## config.mk

```make
export PLATFORM = sky130hd
export DESIGN_NAME = uart_command_line_matcher_top
export DESIGN_NICKNAME = d
export VERILOG_FILES = /design/src/hw/rtl/cmdm_pkg.sv /design/src/hw/rtl/cmdm_line_core.sv /design/src/hw/rtl/uart_command_line_matcher_top.sv
export SDC_FILE = /design/constraint.sdc
export NUM_CORES = 1
export LEC_CHECK = 0
export CORE_MARGIN = 2
export CORE_UTILIZATION = 59
export CTS_CLUSTER_DIAMETER = 40
export DETAILED_ROUTE_END_ITERATION = 7
export DONT_BUFFER_PORTS = 1
export HOLD_SLACK_MARGIN = 0.08
export PLACE_DENSITY = 0.77
export SLEW_MARGIN = 15
export SYNTH_ARGS = -nofsm -noshare
export SYNTH_HDL_FRONTEND = slang
export SYNTH_SLANG_ARGS = --single-unit
```

## constraint.sdc

```tcl
create_clock -name aclk -period 3.9 [get_ports aclk]
set_input_delay 0.39 -clock aclk [delete_from_list [all_inputs] [get_ports aclk]]
set_output_delay 0.39 -clock aclk [all_outputs]
set_load 0.05 [all_outputs]
```

## src/hw/rtl/cmdm_pkg.sv

```systemverilog
// Shared constants, command tables and the result type of the command line matcher.
// No dependencies; used by cmdm_line_core, the top level and the checker.

package cmdm_pkg;

    // Line length limit and derived counter width (counter saturates at MAX_LINE).
    localparam int MAX_LINE   = 256;
    localparam int LINE_POS_W = $clog2(MAX_LINE + 1);

    // Argument number format.
    localparam int MANT_W = 32;
    localparam int FRAC_W = 8;
    localparam int CODE_W = 3;

    // Stream widths: tdata holds the result fields packed from bit 0, padded to bytes.
    localparam int S_TDATA_W   = 8;
    localparam int RESULT_W    = CODE_W + 1 + MANT_W + FRAC_W + 1;
    localparam int M_TDATA_W   = ((RESULT_W + 7) / 8) * 8;

    // Command codes.
    localparam logic [CODE_W-1:0] CODE_VERSION    = 3'd0;
    localparam logic [CODE_W-1:0] CODE_LED_ON     = 3'd1;
    localparam logic [CODE_W-1:0] CODE_LED_OFF    = 3'd2;
    localparam logic [CODE_W-1:0] CODE_GET_LED    = 3'd3;
    localparam logic [CODE_W-1:0] CODE_SERVO_SET  = 3'd4;
    localparam logic [CODE_W-1:0] CODE_SERVO_READ = 3'd5;
    localparam logic [CODE_W-1:0] CODE_INVALID    = 3'd6;

    // Exact-match command table, indexed by entry and character position.
    localparam int NUM_EXACT  = 5;
    localparam int CMD_IDX_W  = 4;
    localparam int CMD_DEPTH  = 1 << CMD_IDX_W;
    localparam int PREFIX_LEN = 10;

    localparam int EXACT_LEN [NUM_EXACT] = '{14, 13, 14, 14, 12};

    localparam logic [CODE_W-1:0] EXACT_CODE [NUM_EXACT] = '{
        CODE_VERSION, CODE_LED_ON, CODE_LED_OFF, CODE_GET_LED, CODE_SERVO_READ
    };

    localparam logic [7:0] CMD_TEXT [NUM_EXACT][CMD_DEPTH] = '{
        '{"s", "t", "m", " ", "-", "-", "v", "e", "r", "s", "i", "o", "n", 8'h0D,
          8'h00, 8'h00},
        '{"s", "t", "m", " ", "l", "e", "d", " ", "-", "-", "o", "n", 8'h0D, 8'h00,
          8'h00, 8'h00},
        '{"s", "t", "m", " ", "l", "e", "d", " ", "-", "-", "o", "f", "f", 8'h0D,
          8'h00, 8'h00},
        '{"s", "t", "m", " ", "g", "e", "t", " ", "-", "-", "l", "e", "d", 8'h0D,
          8'h00, 8'h00},
        '{"s", "t", "m", " ", "-", "-", "s", "e", "r", "v", "o", 8'h0D, 8'h00, 8'h00,
          8'h00, 8'h00}
    };

    localparam logic [7:0] PREFIX_TEXT [CMD_DEPTH] = '{
        "s", "t", "m", " ", "s", "e", "r", "v", "o", "=",
        8'h00, 8'h00, 8'h00, 8'h00, 8'h00, 8'h00
    };

    // One result item plus the flag saying the current byte closes the line.
    typedef struct packed {
        logic              line_end;
        logic [CODE_W-1:0] command_code;
        logic              arg_negative;
        logic [MANT_W-1:0] arg_mantissa;
        logic [FRAC_W-1:0] arg_frac_digits;
        logic              arg_saturated;
    } cmdm_result_t;

endpackage

```

## src/hw/rtl/cmdm_line_core.sv

```systemverilog
// Per-byte line state of the command line matcher: match flags, argument parser
// and result decode. Depends on cmdm_pkg.

module cmdm_line_core (
    input  logic                   aclk,
    input  logic                   aresetn,
    input  logic                   byte_en,
    input  logic [7:0]             byte_in,
    output cmdm_pkg::cmdm_result_t result
);

    localparam logic [7:0] CH_LF    = 8'h0A;
    localparam logic [7:0] CH_CR    = 8'h0D;
    localparam logic [7:0] CH_MINUS = 8'h2D;
    localparam logic [7:0] CH_PLUS  = 8'h2B;
    localparam logic [7:0] CH_DOT   = 8'h2E;
    localparam logic [7:0] CH_0     = 8'h30;
    localparam logic [7:0] CH_9     = 8'h39;
    localparam logic [7:0] CH_UPA   = 8'h41;
    localparam logic [7:0] CH_UPZ   = 8'h5A;
    localparam logic [7:0] CASE_OFS = 8'h20;

    localparam logic [2:0] PH_WAIT = 3'd0;
    localparam logic [2:0] PH_SIGN = 3'd1;
    localparam logic [2:0] PH_INT  = 3'd2;
    localparam logic [2:0] PH_FRAC = 3'd3;
    localparam logic [2:0] PH_SKIP = 3'd4;
    localparam logic [2:0] PH_DONE = 3'd5;

    localparam int SUM_W = cmdm_pkg::MANT_W + 4;
    localparam logic [cmdm_pkg::LINE_POS_W-1:0] POS_LIMIT =
        cmdm_pkg::LINE_POS_W'(cmdm_pkg::MAX_LINE);
    localparam logic [cmdm_pkg::FRAC_W-1:0] FRAC_MAX = '1;

    logic [cmdm_pkg::LINE_POS_W-1:0] pos_reg, pos_next;
    logic [cmdm_pkg::NUM_EXACT-1:0]  exact_reg, exact_next;
    logic                            prefix_reg, prefix_next;
    logic [2:0]                      phase_reg, phase_next;
    logic [cmdm_pkg::MANT_W-1:0]     mant_reg, mant_next;
    logic [cmdm_pkg::FRAC_W-1:0]     frac_reg, frac_next;
    logic                            neg_reg, neg_next;
    logic                            ovf_reg, ovf_next;
    logic                            ret_reg, ret_next;

    logic [7:0]                      lc;
    logic                            is_digit;
    logic [SUM_W-1:0]                mant_sum;
    logic                            mant_ovf;
    logic [2:0]                      phase_work;
    logic                            consumed;
    logic                            found;
    logic [cmdm_pkg::CMD_IDX_W-1:0]  tbl_idx;

    // Fold A-Z to lower case; digits keep their value in the low nibble.
    assign lc       = (byte_in >= CH_UPA && byte_in <= CH_UPZ) ? byte_in + CASE_OFS : byte_in;
    assign is_digit = (lc >= CH_0) && (lc <= CH_9);
    assign tbl_idx  = pos_reg[cmdm_pkg::CMD_IDX_W-1:0];

    // mantissa * 10 + digit, with the carry bits showing overflow.
    assign mant_sum = {1'b0, mant_reg, 3'b000} + {3'b000, mant_reg, 1'b0}
                    + {{(SUM_W-4){1'b0}}, lc[3:0]};
    assign mant_ovf = |mant_sum[SUM_W-1:cmdm_pkg::MANT_W];

    always_comb begin
        pos_next    = pos_reg;
        exact_next  = exact_reg;
        prefix_next = prefix_reg;
        phase_next  = phase_reg;
        mant_next   = mant_reg;
        frac_next   = frac_reg;
        neg_next    = neg_reg;
        ovf_next    = ovf_reg;
        ret_next    = ret_reg;
        phase_work  = phase_reg;
        consumed    = 1'b0;

        if (byte_en) begin
            if (byte_in == CH_LF) begin
                pos_next    = '0;
                exact_next  = '1;
                prefix_next = 1'b1;
                phase_next  = PH_WAIT;
                mant_next   = '0;
                frac_next   = '0;
                neg_next    = 1'b0;
                ovf_next    = 1'b0;
                ret_next    = 1'b0;
            end else if (pos_reg < POS_LIMIT) begin
                for (int i = 0; i < cmdm_pkg::NUM_EXACT; i++) begin
                    if (pos_reg >= cmdm_pkg::LINE_POS_W'(cmdm_pkg::EXACT_LEN[i]) ||
                        lc != cmdm_pkg::CMD_TEXT[i][tbl_idx]) begin
                        exact_next[i] = 1'b0;
                    end
                end

                if (pos_reg < cmdm_pkg::LINE_POS_W'(cmdm_pkg::PREFIX_LEN)) begin
                    prefix_next = prefix_reg && (lc == cmdm_pkg::PREFIX_TEXT[tbl_idx]);
                    if (pos_reg == cmdm_pkg::LINE_POS_W'(cmdm_pkg::PREFIX_LEN - 1) &&
                        prefix_next) begin
                        phase_next = PH_SIGN;
                    end
                end else if (phase_reg >= PH_SIGN && phase_reg <= PH_SKIP) begin
                    if (lc == CH_CR) begin
                        ret_next   = 1'b1;
                        phase_next = PH_DONE;
                    end else begin
                        // A sign is allowed only as the first argument character.
                        if (phase_work == PH_SIGN) begin
                            phase_work = PH_INT;
                            if (lc == CH_MINUS) begin
                                neg_next = 1'b1;
                                consumed = 1'b1;
                            end else if (lc == CH_PLUS) begin
                                consumed = 1'b1;
                            end
                        end
                        if (!consumed) begin
                            if (phase_work == PH_INT) begin
                                if (lc == CH_DOT) begin
                                    phase_work = PH_FRAC;
                                end else if (is_digit) begin
                                    if (mant_ovf) begin
                                        mant_next = '1;
                                        ovf_next  = 1'b1;
                                    end else begin
                                        mant_next = mant_sum[cmdm_pkg::MANT_W-1:0];
                                    end
                                end else begin
                                    phase_work = PH_SKIP;
                                end
                            end else if (phase_work == PH_FRAC) begin
                                if (is_digit) begin
                                    if (mant_ovf) begin
                                        mant_next = '1;
                                        ovf_next  = 1'b1;
                                    end else begin
                                        mant_next = mant_sum[cmdm_pkg::MANT_W-1:0];
                                    end
                                    if (frac_reg == FRAC_MAX) begin
                                        ovf_next = 1'b1;
                                    end else begin
                                        frac_next = frac_reg + 1'b1;
                                    end
                                end else begin
                                    phase_work = PH_SKIP;
                                end
                            end
                        end
                        phase_next = phase_work;
                    end
                end
                pos_next = pos_reg + 1'b1;
            end
        end
    end

    // Result decode: first matching entry wins, the prefix command sits between
    // the fourth and fifth exact entries.
    always_comb begin
        result                 = '0;
        result.line_end        = (byte_in == CH_LF);
        result.command_code    = cmdm_pkg::CODE_INVALID;
        found                  = 1'b0;
        if (pos_reg < POS_LIMIT) begin
            for (int i = 0; i < cmdm_pkg::NUM_EXACT; i++) begin
                if (!found) begin
                    if (i == cmdm_pkg::NUM_EXACT - 1 && prefix_reg && ret_reg) begin
                        found                  = 1'b1;
                        result.command_code    = cmdm_pkg::CODE_SERVO_SET;
                        result.arg_negative    = neg_reg;
                        result.arg_mantissa    = mant_reg;
                        result.arg_frac_digits = frac_reg;
                        result.arg_saturated   = ovf_reg;
                    end else if (exact_reg[i] &&
                                 pos_reg == cmdm_pkg::LINE_POS_W'(cmdm_pkg::EXACT_LEN[i])) begin
                        found               = 1'b1;
                        result.command_code = cmdm_pkg::EXACT_CODE[i];
                    end
                end
            end
        end
    end

    always_ff @(posedge aclk) begin
        if (!aresetn) begin
            pos_reg    <= '0;
            exact_reg  <= '1;
            prefix_reg <= 1'b1;
            phase_reg  <= PH_WAIT;
            mant_reg   <= '0;
            frac_reg   <= '0;
            neg_reg    <= 1'b0;
            ovf_reg    <= 1'b0;
            ret_reg    <= 1'b0;
        end else begin
            pos_reg    <= pos_next;
            exact_reg  <= exact_next;
            prefix_reg <= prefix_next;
            phase_reg  <= phase_next;
            mant_reg   <= mant_next;
            frac_reg   <= frac_next;
            neg_reg    <= neg_next;
            ovf_reg    <= ovf_next;
            ret_reg    <= ret_next;
        end
    end

endmodule

```

## src/hw/rtl/uart_command_line_matcher_top.sv

```systemverilog
// Top level of the command line matcher: input item register, result register
// and stream handshakes. Depends on cmdm_pkg and cmdm_line_core.

// Takes one received byte per item and gives one result item for each line
// feed: the command code and, for the servo set command, the parsed argument.
// The block accepts a byte in every cycle unless a line feed is held. A byte
// goes into an input register and, unless held, is matched and accumulated
// in the following cycle; a line feed then writes the result register, which
// drives m_tvalid. Only a line feed that meets a full result register
// still waiting for m_tready holds the input, for as long as m_tready stays low;
// other bytes pass on. No clearing pass is needed after reset.

module uart_command_line_matcher_top (
    input  logic                             aclk,
    input  logic                             aresetn,
    input  logic                             s_tvalid,
    output logic                             s_tready,
    input  logic [cmdm_pkg::S_TDATA_W-1:0]   s_tdata,  // [7:0] rx_byte
    output logic                             m_tvalid,
    input  logic                             m_tready,
    // [2:0] command_code, [3] arg_negative, [35:4] arg_mantissa,
    // [43:36] arg_frac_digits, [44] arg_saturated, [47:45] zero
    output logic [cmdm_pkg::M_TDATA_W-1:0]   m_tdata
);

    logic                            in_valid_reg, in_valid_next;
    logic [7:0]                      in_byte_reg;
    logic                            out_valid_reg, out_valid_next;
    logic [cmdm_pkg::M_TDATA_W-1:0]  out_data_reg;
    logic                            fire;
    cmdm_pkg::cmdm_result_t          res;

    cmdm_line_core u_core (
        .aclk    (aclk),
        .aresetn (aresetn),
        .byte_en (fire),
        .byte_in (in_byte_reg),
        .result  (res)
    );

    // A held byte moves on unless it closes a line and the result slot is busy.
    assign fire     = in_valid_reg && (!res.line_end || !out_valid_reg || m_tready);
    assign s_tready = !in_valid_reg || fire;
    assign m_tvalid = out_valid_reg;
    assign m_tdata  = out_data_reg;

    always_comb begin
        in_valid_next = in_valid_reg;
        if (s_tvalid && s_tready) begin
            in_valid_next = 1'b1;
        end else if (fire) begin
            in_valid_next = 1'b0;
        end
        out_valid_next = out_valid_reg;
        if (fire && res.line_end) begin
            out_valid_next = 1'b1;
        end else if (m_tready) begin
            out_valid_next = 1'b0;
        end
    end

    always_ff @(posedge aclk) begin
        if (!aresetn) begin
            in_valid_reg  <= 1'b0;
            out_valid_reg <= 1'b0;
        end else begin
            in_valid_reg  <= in_valid_next;
            out_valid_reg <= out_valid_next;
        end
    end

    always_ff @(posedge aclk) begin
        if (s_tvalid && s_tready) begin
            in_byte_reg <= s_tdata;
        end
        if (fire && res.line_end) begin
            out_data_reg <= {{(cmdm_pkg::M_TDATA_W - cmdm_pkg::RESULT_W){1'b0}},
                             res.arg_saturated, res.arg_frac_digits, res.arg_mantissa,
                             res.arg_negative, res.command_code};
        end
    end

endmodule

```

# Word level (Yosys, flattened, before mapping)
# Memory sizes are Yosys's and may differ from the RTL's.
# Cells that the tools add are included.
[classes]
n_addsub = 5
mul = 0
div_mod_pow = 0
magnitude_cmp = 12
eq_ne = 26
n_shift = 0
n_mux = 125
bitwise_logic = 3
n_reduce_logical = 57
[op_table]
columns = ["operator", "count"]
rows = [
  ["$mux W32", 11],
  ["$mux W8", 23],
  ["$mux W3", 28],
  ["$mux W1", 57],
  ["$mux W45", 1],
  ["$mux W42", 1],
  ["$ne A8 B8 Y1", 5],
  ["$add A35 B33 Y36", 1],
  ["$add A36 B4 Y36", 1],
  ["$eq A9 B4 Y1 const B", 4],
  ["$reduce_bool A2 Y1", 15],
  ["$ge A9 B4 Y1 const B", 3],
  ["$eq A8 B6 Y1 const B", 3],
  ["$mux W9", 2],
  ["$reduce_and A3 Y1", 6],
  ["$eq A8 B4 Y1 const B", 2],
  ["$logic_and A1 B1 Y1", 14],
  ["$mux W5", 2],
  ["$ne A2 B2 Y1 const B", 5],
  ["$reduce_and A10 Y1", 1],
  ["$add A9 B1 Y9 const B", 1],
  ["$lt A9 B4 Y1 const B", 1],
  ["$lt A9 B9 Y1 const B", 1],
  ["$reduce_and A9 Y1", 1],
  ["26 further kinds", 39],
]
[word_totals]
register_bits = 116
latch_bits = 0
ramBits = 0
mem_bits_ro = 768
inputBits = 12
output_inout_bits = 50
wordCells = 252
n_memories = 6
[memory_table]
columns = ["name", "depth", "width", "read_ports", "rd_clocked_by_memory_dff", "write_ports", "line_no", "source"]
rows = [
  ["(no name shown)", 16, 8, 1, 0, 0, "cmdm_line_core.sv:91", "lc != cmdm_pkg::CMD_TEXT[i][tbl_idx]) begin"],
  ["(no name shown)", 16, 8, 1, 0, 0, "cmdm_line_core.sv:91", ""],
  ["(no name shown)", 16, 8, 1, 0, 0, "cmdm_line_core.sv:91", ""],
  ["(no name shown)", 16, 8, 1, 0, 0, "cmdm_line_core.sv:91", ""],
  ["(no name shown)", 16, 8, 1, 0, 0, "cmdm_line_core.sv:91", ""],
  ["(no name shown)", 16, 8, 1, 0, 0, "cmdm_line_core.sv:97", "prefix_next = prefix_reg && (lc == cmdm_pkg::PREFIX_TEXT[tbl_idx]);"],
]

# Depth between registers and ports, before layout
[depth]
depth_word = 19
depth_mapped = 14
ltp_nobuf = 13

# Modules after synthesis
# From an unflattened synthesis, not the netlist that was laid out.
[unflattened]
hier_cells = 951
area_unflattened_um2 = 8296.7
[by_module_without_submodules]
columns = ["mod", "instances", "cells_per_inst", "area_each_um2", "seq_area_each_um2"]
rows = [
  ["cmdm_line_core", 1, 882, 6561.3, 1221.2],
  ["uart_command_line_matcher_top", 1, 69, 1735.4, 1631.6],
]

# Least setup slack after synthesis
# OpenSTA, ideal clock, no wires.
[synth_timing]
path_kind = "register to register"
start = "reg u_core.pos_reg[1] in the netlist's numbering"
end = "reg u_core.phase_reg[1]"
setup_time_ns = 0.071
arrival_ns = 3.552
t_required_ns = 3.829
slack_ns = 0.277
stages_incl_launch_ff = 13
path_buffers = 1
period_less_slack_ns = 3.623
cell_sequence = "dfxtp_1 clkbuf_1 inv_1 ha_1 mux2_1 o21ai_0 o21ai_0 or4b_1 or4_4 nor4_4 nor2_2 or4_1 a21oi_1"
[synth_between]
elab_chain_len = 9
elab_cells_between_ends = 17
cone_classes = "order compare: 2; eq/ne: 3; mux: 5; bitwise: 1; reduce/logical: 5; memory: 1"
[synth_lines]
columns = ["item", "line_no", "source"]
rows = [
  ["from (decl)", "cmdm_line_core.sv:35", "logic [cmdm_pkg::LINE_POS_W-1:0] pos_reg, pos_next;"],
  ["from (signal assigned)", "cmdm_line_core.sv:196", "pos_reg <= pos_next;"],
  ["$not A4 Y5 (implied by the code)", "cmdm_line_core.sv:97", ""],
  ["$mem_v2 Z16 W8", "--", ""],
  ["$mux W8 (implied by the code) (2 in a row)", "cmdm_line_core.sv:97", ""],
  ["$eq A8 B8 Y1", "cmdm_line_core.sv:97", ""],
  ["$logic_and A1 B1 Y1", "cmdm_line_core.sv:97", ""],
  ["$logic_and A1 B1 Y1", "cmdm_line_core.sv:98", "if (pos_reg == cmdm_pkg::LINE_POS_W'(cmdm_pkg::PREFIX_LEN - 1) &&"],
  ["$ne A3 B3 Y1 (no line)", "--", ""],
  ["$reduce_and A4 Y1 (no line)", "--", ""],
  ["to (signal assigned)", "cmdm_line_core.sv:199", "phase_reg <= phase_next;"],
  ["to (decl)", "cmdm_line_core.sv:38", "logic [2:0] phase_reg, phase_next;"],
]
# Parallel ways exist; a longest one is shown, timed or not. The select of a mux whose other input is x is not followed.
# A chain may end at the register's enable or synchronous reset.

# Worst setup path after layout
[layout_timing]
start = "reg in_byte_reg[3]"
end = "reg u_core.mant_reg[5] in the netlist's numbering"
[layout_between]
elab_chain_len = 15
elab_cells_between_ends = 47
cone_classes = "add/sub: 2; order compare: 4; eq/ne: 9; mux: 21; reduce/logical: 11"
[layout_lines]
columns = ["item", "line_no", "source"]
rows = [
  ["from (decl)", "uart_command_line_matcher_top.sv:27", "logic [7:0] in_byte_reg;"],
  ["from (signal assigned)", "uart_command_line_matcher_top.sv:74", "in_byte_reg <= s_tdata;"],
  ["$ge A8 B7 Y1 / $le A8 B7 Y1 (equally long branches)", "cmdm_line_core.sv:55", "assign lc = (byte_in >= CH_UPA && byte_in <= CH_UPZ) ? byte_in + CASE_OFS : byte_in;"],
  ["$logic_and A1 B1 Y1", "cmdm_line_core.sv:55", ""],
  ["$mux W8", "cmdm_line_core.sv:55", ""],
  ["$add A36 B4 Y36 / $eq A8 B6 Y1 (equally long branches)", "cmdm_line_core.sv:61, cmdm_line_core.sv:113", ""],
  ["$reduce_or A4 Y1 / $mux W1 (equally long branches)", "cmdm_line_core.sv:62, cmdm_line_core.sv:113", ""],
  ["$mux W32 / $mux W1 (equally long branches)", "cmdm_line_core.sv:122, cmdm_line_core.sv:133, cmdm_line_core.sv:110", ""],
  ["$mux W32 / $mux W1 (equally long branches)", "cmdm_line_core.sv:121, cmdm_line_core.sv:132, cmdm_line_core.sv:108", ""],
  ["$mux W32, or another cell as far along", "cmdm_line_core.sv:131", "end else if (phase_work == PH_FRAC) begin"],
  ["$mux W32 / $mux W1 (equally long branches)", "cmdm_line_core.sv:118, cmdm_line_core.sv:102", ""],
  ["$mux W32 / $mux W1 (equally long branches)", "cmdm_line_core.sv:117, cmdm_line_core.sv:96", ""],
  ["$mux W32 / $mux W1 (equally long branches)", "cmdm_line_core.sv:103, cmdm_line_core.sv:88", ""],
  ["$mux W32 / $mux W1 (equally long branches)", "cmdm_line_core.sv:102, cmdm_line_core.sv:78", ""],
  ["$mux W32 / $mux W1 (equally long branches)", "cmdm_line_core.sv:96, cmdm_line_core.sv:77", ""],
  ["$mux W32 / $ne A2 B2 Y1 (equally long branches)", "--", ""],
  ["$mux W32 / $reduce_and A8 Y1 (equally long branches)", "--", ""],
  ["to (signal assigned)", "cmdm_line_core.sv:200", "mant_reg <= mant_next;"],
  ["to (decl)", "cmdm_line_core.sv:39", "logic [cmdm_pkg::MANT_W-1:0] mant_reg, mant_next;"],
]
# Parallel ways exist; a longest one is shown, timed or not. The select of a mux whose other input is x is not followed.

==> flow_summary_export.csv <==
group,metric,value,unit
setup_path,cp_common_cell,"fa_1",
power_and_ir_drop,leakagePower,3.94,nW
routing,postRouteAntennaNets,0,
routing,routed_via_density,6.41,
grt,grt_pass1_vias,6901,
logic_synthesis,synth-compound-area-share,20.5,%
setup_path,ff2ff_setup_slack,230,ps
setup_path,crit_chain,"fa_1 -> inv_1 -> fa_1 -> nand2b_1 -> a21oi_1 -> o2111ai_1 -> a31oi_1 -> a221oi_1 -> xor2_1 -> o21ai_1 -> o21a_2 -> a221o_1",
logic_synthesis,synth_ff_type,"dfxtp_1",
layout,multi_input_area,0.00497,sq mm
setup_path,crit_path_end_kind,"register",
clock_network,clk_latency,420,ps
die,coreArea,0.0133,sq mm
min_path,hold_depth,1,
setup_path,cp_data_arrival_time,3970,ps
sta,finalHoldWorstSlack,95.6,ps
layout,regArea,0.00285,sq mm
die,io_pins,62,
setup_path,cp-start-kind,"register",
logic_synthesis,synth_fa_ha_area_share,13.0,%
layout,fin_util,67.6,%
setup_path,r2r-end,"u_core.mant_reg[5]",
setup_path,cp_max_fo,21,
sta,worstMarginPinSlew,1060,ps
die,die_x,121,microns
sta,fin_crit,3670,ps
logic_synthesis,synthXorXnorAreaFrac,7.87,%
placement,routabilityCongestion,0.998,
logic_synthesis,yosysWarnings,0,
clock_network,cts_setup_buffers,0,
clock_network,clockBufferDepth,2,
logic_synthesis,synth_area,0.00812,sq mm
clock_network,cts_sinks,116,
logic_synthesis,ys_seq_area_share,35.1,%
clock_network,clk_pin_slew_worst_paths,50,ps
layout,drive_gt1_share,8.28,%
layout,final_nets,1000,
sta,timing.final.crit_share,94.2,%
placement,pre_cts_ws,-18.3,ps
grt,overflow,0,
routing,wl,21200,microns
layout,fillers,1071,
routing,firstDrtPassIters,5,
die,start_util,60.8,%
logic_synthesis,yosys.area.top_type,"edfxtp_1",
grt,grt_usage,29.7,%
sta,fmax,272,MHz
setup_path,cp_num_buf_inv,1,
logic_synthesis,synth-edff-count,53,
routing,avgRoutedWirePerCell,19.3,microns
min_path,hold-path-endpoint,"u_core.frac_reg[0]",
logic_synthesis,synth_simple_gate_area_share,18.7,%
setup_path,slowest_stage,"fa_1",
clock_network,root_buffer,"clkbuf_16",
sta,hold_viol_final,0,
power_and_ir_drop,vdd_drop_max,372,uV
routing,drc,0,
die,rows,42,
run_status,status,"completed",
logic_synthesis,avgSynthCellArea,9.03,sq um
logic_synthesis,synthTopCellsByArea,"edfxtp_1, dfxtp_1, ha_1, xnor2_1, a21oi_1",
logic_synthesis,ys_async_sr_fraction,0,%
routing,num_vias,7017,
setup_path,required,4200,ps
grt,antenna_found_initial,1,
layout,syn_to_final_growth,11.2,%
clock_network,htree_levels,4,
sta,skew,11.0,ps
setup_path,critPathMaxStageDelay,590,ps
logic_synthesis,synth_top_family_by_area,"compound AO/OA/AOI/OAI gates",
clock_network,numCtsBuffers,17,
layout,final_common_cell,"ha_1",
sta,finalMaxSlewViolations,0,
grt,grt_pass1_wl,34500,microns
min_path,hold_start,"aresetn",
setup_path,crit_family,"compound AO/OA/AOI/OAI gates",
placement,dpl.hpwl,14700,microns
die,dieHeight,121,microns
sta,setup_tns,0,ps
placement,placed_cell_area,0.00836,sq mm
routing,drt_iter0_drc,715,
sta,worst_slack,228,ps
logic_synthesis,synthMuxAreaShare,0.909,%
setup_path,r2r_start,"in_byte_reg[3]",
layout,final_area,0.00903,sq mm
clock_network,cts_tree,"done",
setup_path,worst-setup-path-type,"reg2reg",
die,dieArea,0.0147,sq mm
logic_synthesis,synth_top_area_share,19.6,%
setup_path,reg2reg_depth,12,
power_and_ir_drop,p_per_area,334,mW/mm^2
layout,final_cell_mix,"ha_1, a21oi_1, nand2_1, dfxtp_1, nor2_1",
sta,relSlewSlack,29.5,%
placement,io_buffer_count,0,
grt,grt_start_max_net_pins,45,
layout,largest_reg_flops,45,
flow_run,drv_cap,0,
logic_synthesis,netlist_instances,899,
logic_synthesis,synth.distinct_cells,75,
sta,setup_viol,0,
sta,rsz0062_at_grt,"false",
logic_synthesis,synth-seq-cells,116,
min_path,hp-class,"in2reg",
## cell type report
type	count	area share, %
timing repair buffer	38	3.55
tap	176	2.44
antenna	1	0.0277
sequential	116	31.6
clock inverter	12	1.48
inverter	24	0.998
multi-input combinational	708	55.1
clock buffer	20	4.84
## logic make-up (layout without fill, tap and decap cells)
kind of cell / after synthesis / after routing
XOR/XNOR: 73 / 73
other: 1 / 4
buffers and inverters: 77 / 94
AND/OR/NAND/NOR: 292 / 292
flip-flops: 116 / 116
multiplexers: 7 / 7
AO/OA/AOI/OAI: 250 / 250
adder cells (fa/ha/maj): 83 / 83
## synth_stat cells, drive strengths merged, types with 11 or more instances
master  count
nand2b     13
nand2      64
edfxtp     53
nand3      27
and3       50
ha         81
a31oi      12
nor3       19
xnor2      46
dfxtp      63
a221o      23
o31ai      11
a21o       13
nor2       59
xor2       27
inv        23
a21oi      79
clkbuf     45
o21ai      46
## per-stage QoR
step | std cells | power, W
6_report | 1095 | 0.00302
2_1_floorplan | 901 | 0.00148
3_3_place_gp | 1053 | 0.00152
3_5_place_dp | 1053 | 0.00153
4_1_cts | 1094 | 0.00302
5_1_grt | 1094 | 0.00309
## report_power, final
part | leakage (nW) | switching (W) | internal, W
Sequential | 1.06 | 0.0000159 | 0.00128
Clock | 0.274 | 0.000564 | 0.000939
Combinational | 2.61 | 0.000134 | 0.0000894
## how the worst max path moves through the flow
| stage | startpoint | endpoint | cells past startpoint |
|---|---|---|---|
| 6_report | in_byte_reg[3] | u_core.mant_reg[5] | 12 |
| 5_1_grt | in_byte_reg[3] | u_core.mant_reg[5] | 12 |
| 4_1_cts | in_byte_reg[3] | u_core.mant_reg[27] | 12 |
| 3_5_place_dp | in_byte_reg[3] | u_core.mant_reg[28] | 12 |
| 3_3_place_gp | in_byte_reg[3] | u_core.mant_reg[5] | 12 |
| 2_1_floorplan | u_core.pos_reg[1] | u_core.phase_reg[1] | 12 |
## per-layer routing
metal  track usage (%)  part of all wire [%]  vias up  routed length (microns)
met4              11.0                   2.0        0                      415
met2              47.1                    45      291                     9550
met3              6.44                   7.4       42                     1570
met5                 0                     0        -                        0
met1              39.8                    45     3328                     9630
li1                  -                     -     3356                        -
## worst register-to-register path, stage by stage (launching register included)
cell and delay, ps:
edfxtp_1 420, fa_1 590, inv_1 70, fa_1 440, nand2b_1 170, a21oi_1 220, o2111ai_1 270, a31oi_1 280
a221oi_1 140, xor2_1 170, o21ai_1 100, o21a_2 370, a221o_1 330
## repair_timing
item / in CTS / in global routing
setup endpoints to repair: 21 / 2
hold buffers: 9 / 0
pin swaps: 0 / 0
endpoints found under the hold margin: 10 / 0
resized for setup: 1 / 1
No activity file was read; power rests on OpenSTA's default activity.
